## src/design/bth_pkg.sv

```systemverilog
`timescale 1ns / 1ps

package bth_pkg;

   // Arena geometry. Every block start is a multiple of SLOT_BYTES, so the
   // header store keeps one slot per eight bytes of the arena.
   localparam int ARENA_BYTES  = 65536;
   localparam int HEADER_BYTES = 24;
   localparam int ALIGN_BYTES  = 8;
   localparam int MIN_PAYLOAD  = 8;
   localparam int SLOT_SHIFT   = 3;
   localparam int SLOT_BYTES   = 1 << SLOT_SHIFT;
   localparam int NUM_SLOTS    = ARENA_BYTES / SLOT_BYTES;
   localparam int IDX_W        = $clog2(NUM_SLOTS);
   localparam int HDR_SLOTS    = HEADER_BYTES / SLOT_BYTES;
   localparam int INIT_SIZE    = ARENA_BYTES - 2 * HEADER_BYTES;
   localparam int SENT_IDX     = (ARENA_BYTES - HEADER_BYTES) / SLOT_BYTES;
   localparam int SPLIT_MARGIN = MIN_PAYLOAD + HEADER_BYTES;

   localparam logic FUNC_ALLOC = 1'b0;
   localparam logic FUNC_FREE  = 1'b1;

   typedef logic [IDX_W-1:0] idx_type;

   typedef enum logic [1:0] {
      ST_OK     = 2'd0,
      ST_NOFIT  = 2'd1,
      ST_DOUBLE = 2'd2
   } status_type;

   typedef struct packed {
      logic [15:0] size;
      logic [15:0] bsize;
      idx_type     next;
      idx_type     prev;
      logic        free;
      logic        bfree;
      logic        has_next;
      logic        has_prev;
      logic        valid;
   } hdr_type;

   // Read address sources.
   typedef enum logic [3:0] {
      A_HEAD,
      A_RDNEXT,
      A_CUR,
      A_CUR_FWD,
      A_CUR_BACK,
      A_TAIL,
      A_FREE,
      A_AFT,
      A_UNEXT,
      A_UPREV,
      A_USELF,
      A_UFWD
   } asel_type;

   // Modifications applied to the last header read before it is written back.
   typedef enum logic [4:0] {
      WM_SPLIT_BASE,
      WM_SPLIT_TAIL,
      WM_A_EXACT,
      WM_A_SPLIT,
      WM_FREE1,
      WM_BFREE1,
      WM_SIZE_N,
      WM_BSIZE_N,
      WM_BEYOND,
      WM_VALID0,
      WM_U_NEXT,
      WM_U_PREV,
      WM_U_SELF,
      WM_U_SELF_TAKE,
      WM_U_SELF_DROP,
      WM_PUSH,
      WM_HEADPREV
   } wmod_type;

   typedef enum logic [1:0] {
      NSZ_ENT,
      NSZ_BEF,
      NSZ_AFT
   } nsz_type;

   typedef struct packed {
      logic     clr_step;
      logic     ld_req;
      logic     rd_en;
      asel_type asel;
      logic     wr_en;
      wmod_type wmod;
      logic     ld_cur;
      logic     ld_cur_u;
      logic     ld_ent;
      logic     ld_u_rd;
      logic     ld_grant;
      logic     ld_nsz;
      nsz_type  nsz_sel;
      logic     ld_aft;
      logic     set_head;
      logic     unlink_head;
      logic     ld_rsp;
   } dp_cmd_type;

   typedef struct packed {
      logic clr_done;
      logic func;
      logic req_zero;
      logic sz_over;
      logic hv;
      logic addr_null;
      logic addr_bad;
      logic rd_valid;
      logic rd_free;
      logic rd_has_next;
      logic rd_exact;
      logic rd_split;
      logic cur_is_head;
      logic ent_bfree;
      logic u_has_next;
      logic u_has_prev;
   } dp_stat_type;

endpackage

```

## src/design/bth_ctrl.sv

```systemverilog
`timescale 1ns / 1ps

module bth_ctrl import bth_pkg::*; (
   input  logic        clock,
   input  logic        reset,
   input  dp_stat_type stat,
   output dp_cmd_type  cmd,
   input  logic        req_valid,
   output logic        req_ready,
   output logic        rsp_valid,
   input  logic        rsp_ready,
   output status_type  rsp_status
);

   typedef enum logic [5:0] {
      S_CLR, S_IDLE, S_DISP, S_DONE,
      A_CHK, EX_A_RD, EX_A_W, SP_BASE_W, SP_T_RD, SP_T_W, SP_A_RD, SP_A_W,
      F_CHK, F_AFT_RD, F_AFT_W, F_BEF, F_BEF_CAP, F_BEF_W, F_BA_RD, F_BA_W,
      F_BV_RD, F_BV_W, F_NXT_RD, F_NXT_CHK, F_MB_RD, F_MB_W, F_BY_RD, F_BY_W,
      P_RD, P_W, P_H_RD, P_H_W,
      U_BEG, U_WN, U_PV, U_WP, U_RS, U_WS
   } state_type;

   typedef enum logic [1:0] {
      UK_TAKE,
      UK_KEEP,
      UK_DROP
   } ukind_type;

   state_type  state_ff, state_in;
   state_type  ret_ff, ret_in;
   ukind_type  ukind_ff, ukind_in;
   status_type stat_ff, stat_in;
   logic       rsp_valid_ff, rsp_valid_in;
   status_type rsp_status_ff, rsp_status_in;

   always_comb begin
      cmd           = '0;
      state_in      = state_ff;
      ret_in        = ret_ff;
      ukind_in      = ukind_ff;
      stat_in       = stat_ff;
      rsp_valid_in  = rsp_valid_ff;
      rsp_status_in = rsp_status_ff;
      req_ready     = 1'b0;

      if (rsp_valid_ff && rsp_ready) begin
         rsp_valid_in = 1'b0;
      end

      case (state_ff)
         S_CLR: begin
            cmd.clr_step = 1'b1;
            if (stat.clr_done) begin
               state_in = S_IDLE;
            end
         end
         S_IDLE: begin
            req_ready = 1'b1;
            if (req_valid) begin
               cmd.ld_req = 1'b1;
               state_in   = S_DISP;
            end
         end
         S_DISP: begin
            if (stat.func == FUNC_ALLOC) begin
               if (stat.req_zero || stat.sz_over || !stat.hv) begin
                  stat_in  = ST_NOFIT;
                  state_in = S_DONE;
               end else begin
                  cmd.rd_en  = 1'b1;
                  cmd.asel   = A_HEAD;
                  cmd.ld_cur = 1'b1;
                  state_in   = A_CHK;
               end
            end else if (stat.addr_null) begin
               stat_in  = ST_OK;
               state_in = S_DONE;
            end else if (stat.addr_bad) begin
               stat_in  = ST_NOFIT;
               state_in = S_DONE;
            end else begin
               cmd.rd_en  = 1'b1;
               cmd.asel   = A_FREE;
               cmd.ld_cur = 1'b1;
               state_in   = F_CHK;
            end
         end
         S_DONE: begin
            if (!rsp_valid_ff || rsp_ready) begin
               cmd.ld_rsp    = 1'b1;
               rsp_valid_in  = 1'b1;
               rsp_status_in = stat_ff;
               state_in      = S_IDLE;
            end
         end
         A_CHK: begin
            if (stat.rd_exact) begin
               if (stat.cur_is_head && !stat.rd_has_next) begin
                  stat_in  = ST_NOFIT;
                  state_in = S_DONE;
               end else begin
                  cmd.ld_ent   = 1'b1;
                  cmd.ld_grant = 1'b1;
                  cmd.ld_u_rd  = 1'b1;
                  ukind_in     = UK_TAKE;
                  ret_in       = EX_A_RD;
                  state_in     = U_BEG;
               end
            end else if (stat.rd_split) begin
               cmd.ld_ent = 1'b1;
               state_in   = SP_BASE_W;
            end else if (stat.rd_has_next) begin
               cmd.rd_en  = 1'b1;
               cmd.asel   = A_RDNEXT;
               cmd.ld_cur = 1'b1;
            end else begin
               stat_in  = ST_NOFIT;
               state_in = S_DONE;
            end
         end
         EX_A_RD: begin
            cmd.rd_en = 1'b1;
            cmd.asel  = A_CUR_FWD;
            state_in  = EX_A_W;
         end
         EX_A_W: begin
            cmd.wr_en = 1'b1;
            cmd.wmod  = WM_A_EXACT;
            stat_in   = ST_OK;
            state_in  = S_DONE;
         end
         SP_BASE_W: begin
            cmd.wr_en = 1'b1;
            cmd.wmod  = WM_SPLIT_BASE;
            state_in  = SP_T_RD;
         end
         SP_T_RD: begin
            cmd.rd_en = 1'b1;
            cmd.asel  = A_TAIL;
            state_in  = SP_T_W;
         end
         SP_T_W: begin
            cmd.wr_en    = 1'b1;
            cmd.wmod     = WM_SPLIT_TAIL;
            cmd.ld_grant = 1'b1;
            state_in     = SP_A_RD;
         end
         SP_A_RD: begin
            cmd.rd_en = 1'b1;
            cmd.asel  = A_CUR_FWD;
            state_in  = SP_A_W;
         end
         SP_A_W: begin
            cmd.wr_en = 1'b1;
            cmd.wmod  = WM_A_SPLIT;
            stat_in   = ST_OK;
            state_in  = S_DONE;
         end
         F_CHK: begin
            if (!stat.rd_valid) begin
               stat_in  = ST_NOFIT;
               state_in = S_DONE;
            end else if (stat.rd_free) begin
               stat_in  = ST_DOUBLE;
               state_in = S_DONE;
            end else begin
               cmd.ld_ent  = 1'b1;
               cmd.ld_nsz  = 1'b1;
               cmd.nsz_sel = NSZ_ENT;
               cmd.wr_en   = 1'b1;
               cmd.wmod    = WM_FREE1;
               state_in    = F_AFT_RD;
            end
         end
         F_AFT_RD: begin
            cmd.rd_en  = 1'b1;
            cmd.asel   = A_CUR_FWD;
            cmd.ld_aft = 1'b1;
            state_in   = F_AFT_W;
         end
         F_AFT_W: begin
            cmd.wr_en = 1'b1;
            cmd.wmod  = WM_BFREE1;
            state_in  = F_BEF;
         end
         F_BEF: begin
            if (stat.ent_bfree) begin
               cmd.rd_en = 1'b1;
               cmd.asel  = A_CUR_BACK;
               state_in  = F_BEF_CAP;
            end else begin
               state_in = F_NXT_RD;
            end
         end
         F_BEF_CAP: begin
            cmd.ld_nsz  = 1'b1;
            cmd.nsz_sel = NSZ_BEF;
            cmd.ld_u_rd = 1'b1;
            state_in    = F_BEF_W;
         end
         F_BEF_W: begin
            cmd.wr_en = 1'b1;
            cmd.wmod  = WM_SIZE_N;
            state_in  = F_BA_RD;
         end
         F_BA_RD: begin
            cmd.rd_en = 1'b1;
            cmd.asel  = A_AFT;
            state_in  = F_BA_W;
         end
         F_BA_W: begin
            cmd.wr_en = 1'b1;
            cmd.wmod  = WM_BSIZE_N;
            ukind_in  = UK_KEEP;
            ret_in    = F_BV_RD;
            state_in  = U_BEG;
         end
         F_BV_RD: begin
            cmd.rd_en = 1'b1;
            cmd.asel  = A_CUR;
            state_in  = F_BV_W;
         end
         F_BV_W: begin
            cmd.wr_en    = 1'b1;
            cmd.wmod     = WM_VALID0;
            cmd.ld_cur_u = 1'b1;
            state_in     = F_NXT_RD;
         end
         F_NXT_RD: begin
            cmd.rd_en = 1'b1;
            cmd.asel  = A_AFT;
            state_in  = F_NXT_CHK;
         end
         F_NXT_CHK: begin
            if (stat.rd_free) begin
               cmd.ld_u_rd = 1'b1;
               cmd.ld_nsz  = 1'b1;
               cmd.nsz_sel = NSZ_AFT;
               state_in    = F_MB_RD;
            end else begin
               state_in = P_RD;
            end
         end
         F_MB_RD: begin
            cmd.rd_en = 1'b1;
            cmd.asel  = A_CUR;
            state_in  = F_MB_W;
         end
         F_MB_W: begin
            cmd.wr_en = 1'b1;
            cmd.wmod  = WM_SIZE_N;
            state_in  = F_BY_RD;
         end
         F_BY_RD: begin
            cmd.rd_en = 1'b1;
            cmd.asel  = A_UFWD;
            state_in  = F_BY_W;
         end
         F_BY_W: begin
            cmd.wr_en = 1'b1;
            cmd.wmod  = WM_BEYOND;
            ukind_in  = UK_DROP;
            ret_in    = P_RD;
            state_in  = U_BEG;
         end
         P_RD: begin
            cmd.rd_en = 1'b1;
            cmd.asel  = A_CUR;
            state_in  = P_W;
         end
         P_W: begin
            cmd.wr_en = 1'b1;
            cmd.wmod  = WM_PUSH;
            if (stat.hv) begin
               state_in = P_H_RD;
            end else begin
               cmd.set_head = 1'b1;
               stat_in      = ST_OK;
               state_in     = S_DONE;
            end
         end
         P_H_RD: begin
            cmd.rd_en = 1'b1;
            cmd.asel  = A_HEAD;
            state_in  = P_H_W;
         end
         P_H_W: begin
            cmd.wr_en    = 1'b1;
            cmd.wmod     = WM_HEADPREV;
            cmd.set_head = 1'b1;
            stat_in      = ST_OK;
            state_in     = S_DONE;
         end
         U_BEG: begin
            if (stat.u_has_next) begin
               cmd.rd_en = 1'b1;
               cmd.asel  = A_UNEXT;
               state_in  = U_WN;
            end else begin
               state_in = U_PV;
            end
         end
         U_WN: begin
            cmd.wr_en = 1'b1;
            cmd.wmod  = WM_U_NEXT;
            state_in  = U_PV;
         end
         U_PV: begin
            if (stat.u_has_prev) begin
               cmd.rd_en = 1'b1;
               cmd.asel  = A_UPREV;
               state_in  = U_WP;
            end else begin
               cmd.unlink_head = 1'b1;
               state_in        = U_RS;
            end
         end
         U_WP: begin
            cmd.wr_en = 1'b1;
            cmd.wmod  = WM_U_PREV;
            state_in  = U_RS;
         end
         U_RS: begin
            cmd.rd_en = 1'b1;
            cmd.asel  = A_USELF;
            state_in  = U_WS;
         end
         U_WS: begin
            cmd.wr_en = 1'b1;
            case (ukind_ff)
               UK_TAKE: cmd.wmod = WM_U_SELF_TAKE;
               UK_DROP: cmd.wmod = WM_U_SELF_DROP;
               default: cmd.wmod = WM_U_SELF;
            endcase
            state_in = ret_ff;
         end
         default: state_in = S_IDLE;
      endcase
   end

   always_ff @(posedge clock) begin
      if (reset) begin
         state_ff      <= S_CLR;
         ret_ff        <= S_IDLE;
         ukind_ff      <= UK_KEEP;
         stat_ff       <= ST_OK;
         rsp_valid_ff  <= 1'b0;
         rsp_status_ff <= ST_OK;
      end else begin
         state_ff      <= state_in;
         ret_ff        <= ret_in;
         ukind_ff      <= ukind_in;
         stat_ff       <= stat_in;
         rsp_valid_ff  <= rsp_valid_in;
         rsp_status_ff <= rsp_status_in;
      end
   end

   assign rsp_valid  = rsp_valid_ff;
   assign rsp_status = rsp_status_ff;

endmodule

```

## config.mk

```make
export PLATFORM = sky130hd
export DESIGN_NAME = bth_ctrl
export DESIGN_NICKNAME = d
export VERILOG_FILES = /design/src/design/bth_pkg.sv /design/src/design/bth_ctrl.sv
export SDC_FILE = /design/constraint.sdc
export NUM_CORES = 1
export LEC_CHECK = 0
export BUFFER_PORTS_ARGS = -buffer_cell sky130_fd_sc_hd__buf_2
export CAP_MARGIN = 30
export CORE_MARGIN = 4
export CORE_UTILIZATION = 50
export DETAILED_ROUTE_END_ITERATION = 7
export PLACE_DENSITY = 0.76
export SYNTH_ARGS = -nofsm -noshare
export SYNTH_HDL_FRONTEND = slang
export SYNTH_SLANG_ARGS = --single-unit
```

## constraint.sdc

```tcl
create_clock -name clock -period 2.4 [get_ports clock]
set_input_delay 0.24 -clock clock [delete_from_list [all_inputs] [get_ports clock]]
set_output_delay 0.24 -clock clock [all_outputs]
set_load 0.01 [all_outputs]
```

==> Flow_metrics.wiki <==
{| class="wikitable"
! Metric !! Value
|-
| Critical Path, Cell by Cell || buf_4, nor2_1, and3_1, or3_1, buf_2
|-
| Slowest cell on crit path || dfxtp_1
|-
| Syn Std Cell Area || 0.00187 mm2
|-
| Mapped Cells || 274
|-
| Vias in the first global route || 2197
|-
| Comb pwr share || 0.245
|-
| Final Max Slew Viols || 0
|-
| Top-Level Pins || 49
|-
| Routed wire length per instance || 18.4 um
|-
| Antenna diodes || 0
|-
| Portion of the post-synthesis area used by sequential elements || 0.171
|-
| Placed standard-cell area || 0.00223 mm2
|-
| Critical Path Start Type || flip-flop
|-
| Max-Cap Viols || 0
|-
| Via count || 2409
|-
| Combined global-route utilization of all metal layers || 0.278
|-
| H-Tree Depth || 1
|-
| Share of total power consumed by net switching || 0.298
|-
| Clock group share of total power || 0.343
|-
| Syn nets || 294
|-
| Final Power || 0.689 mW
|-
| Worst vdd rail ir drop || 0.000374 V
|-
| Shortest clock period the worst path allows after layout || 2230 ps
|-
| Core region area || 0.00347 mm2
|-
| Mean cell area of the mapped netlist || 6.84 um2
|-
| Setup repair after global routing missed its margin || false
|-
| First-pass GRT wire length || 11.0 mm
|-
| Num CTS Buffers || 3
|-
| Chip Width || 69.2 um
|-
| Setup violation total in the final timing report || 0
|-
| Floorplan die height || 69.2 um
|-
| Worst-Skew Late Latency || 250 ps
|-
| Status || completed
|-
| Post-CTS setup buffer count || 0
|-
| Final net count || 348
|-
| Worst EP required || 2160 ps
|-
| Number of antenna violations at the first check in global routing || 0
|-
| Endpoints failing hold || 0
|-
| Number of buffer and inverter stages on the critical path || 2
|-
| Largest net degree at the start of global routing || 22
|-
| Initial cell density of the core || 0.540
|-
| Worst Hold Class || in2reg
|-
| Count of nets left with antenna violations after detail routing || 0
|-
| Flip-flop and latch count after synthesis || 16
|-
| Proportion of synthesized flip-flops having asynchronous set or reset || 0
|-
| Iter 0 DRT Violations || 375
|-
| Net load switching power || 0.206 mW
|-
| Row Count || 21
|-
| Worst-case clock buffer depth || 2
|-
| Setup_tns || 0 ps
|-
| CP arrival || 1990 ps
|-
| Placed wire-length estimate || 5.19 mm
|-
| Area growth syn-to-layout || 22.6%
|-
| Post-CTS Hold Fix Bufs || 0
|-
| Post-synth EDFFs || 0
|-
| Area enclosed by the die boundary || 0.00479 mm2
|-
| Achievable Freq || 448 MHz
|-
| Pwr/cell area || 300 mW/mm2
|-
| Worst slew pin tran || 538 ps
|-
| Number of distinct library cell variants in the gate-level netlist after synthesis || 63
|-
| Primary FF master, synth || dfxtp_1
|-
| Tightest slew margin relative to the limit || 0.640
|-
| Final weighted congestion in routability-driven placement || 0.986
|-
| Critical Setup Path Class || reg2out
|-
| CTS sink cnt || 16
|-
| Critical path fanouts, max || 21
|-
| Drc violations || 0
|-
| Slowest cell delay on critical path || 620 ps
|-
| Clock input transition at the sequential cells of the worst setup and hold paths || 60 ps
|-
| Final Cell Area || 0.00230 mm2
|-
| Average via count per standard cell || 6.46
|-
| IO buf count || 48
|-
| Largest delay contributor family on the critical path || simple AND/OR/NAND/NOR gates
|-
| Layout fillers || 324
|-
| Most common library cell in the layout ignoring fill and taps || buf_2
|-
| Ratio of cells with drive above 1 in the final layout || 0.284
|-
| Pre-Repair DR Iteration Count || 5
|-
| Worst clock skew || 1.06 ps
|-
| Worst setup slack after layout || 170 ps
|-
| Worst setup slack after placement || 290 ps
|-
| Sequential cell fraction of total power || 0.412
|-
| Total of warnings raised by yosys || 0
|-
| Ratio of final minimum period to clock period || 0.929
|-
| GRT Residual Overflow || 0
|-
| Clock tree from TritonCTS || yes
|-
| Cell internal power dissipation || 0.484 mW
|-
| Detailed-route wire length || 6.85 mm
|-
| Root buf cell || clkbuf_8
|-
| Pleak || 1.03 nW
|-
| Worst setup EP type || output pin
|-
| Most used cells in the layout excluding fill and tap cells || buf_2 (48), nor2_1 (23), nand2_1 (23), buf_4 (23), a21oi_1 (16)
|}
[cell usage after synthesis (4+ instances only)]
library cell / number / area [um2]
nor3b_1: 5 / 37.5
nand3_1: 10 / 50.1
a211oi_1: 6 / 45.0
and3_1: 4 / 25.0
a31oi_1: 10 / 62.6
a22oi_1: 4 / 30.0
dfxtp_1: 16 / 320
nor2_1: 24 / 90.1
nor3_1: 14 / 70.1
a21o_1: 4 / 30.0
nor2b_1: 8 / 50.1
nand2b_1: 10 / 62.6
nand2_1: 23 / 86.3
o211ai_1: 4 / 30.0
clkbuf_1: 4 / 15.0
o21ai_0: 15 / 75.1
o22ai_1: 4 / 25.0
mux2i_1: 4 / 40.0
inv_1: 12 / 45.0
buf_2: 15 / 75.1
a21oi_1: 16 / 80.1
[worst min-delay path, delay by kind of cell]
kind / cells / cell delay (ps)
mux: 1 / 60
buf+inv: 1 / 120
simple gates: 1 / 70
[registers in the layout, indices dropped and copies added (netlist names)]
signal      count
ret_ff          4
ukind_ff        1
rsp_valid       1
rsp_status      2
stat_ff         2
state_ff        6
[final cells by class]
cell class                      instances  area (um2)  share of cell area
Multi-Input combinational cell        224        1400               0.609
Sequential cell                        16         328               0.143
Clock buffer                            4        55.1              0.0240
Inverter                               12        45.0              0.0196
Tap cell                               46        57.6              0.0251
Timing Repair Buffer                   71         413               0.180
[power by group through the flow]
| stage | clock network [mW] | logic [mW] | registers [mW] |
|---|---|---|---|
| floorplan | 0 | 0.109 | 0.277 |
| global route | 0.257 | 0.182 | 0.284 |
| finish | 0.236 | 0.169 | 0.284 |
| detailed placement | 0 | 0.163 | 0.288 |
| CTS | 0.238 | 0.165 | 0.283 |
| global placement | 0 | 0.163 | 0.289 |
[final timing paths]
kind,depth (start not counted),from,slack (ps),end
worst max-delay path,5,state_ff[2],170,cmd[6]
worst min-delay path,3,stat[8],290,stat_ff[1]
worst max register to register,6,state_ff[5],380,state_ff[1]
worst min register to register,2,stat_ff[1],460,stat_ff[1]
[logic make-up (layout without fill, tap and decap cells)]
group           Yosys count  count (layout)  share of synthesized area
compound gates           86              86                      0.317
flops                    16              16                      0.171
xor+xnor                  1               1                    0.00468
simple gates            132             132                      0.393
mux                       5               5                     0.0274
buf+inv                  34              87                     0.0862
[through the flow]
stage | cells | util | hold slack, ps
floorplan | 274 | - | 308
global placement | 369 | 0.642 | 448
detailed placement | 369 | 0.642 | 448
CTS | 373 | 0.658 | 290
global route | 373 | 0.662 | 303
finish | 373 | 0.662 | 294
[per-layer routing]
metal  wire length, um  track usage  share of wire
met5                 0            0              0
met2              3090        0.421           0.45
met3               815       0.0696           0.12
met1              2750        0.374           0.40
met4               189        0.113          0.028
[repair_timing]
item	CTS	global route
endpoints found under the setup margin	2	9
gates resized for setup	1	6
pin swaps	0	1
Note: power is estimated with default switching activity, not from simulation.
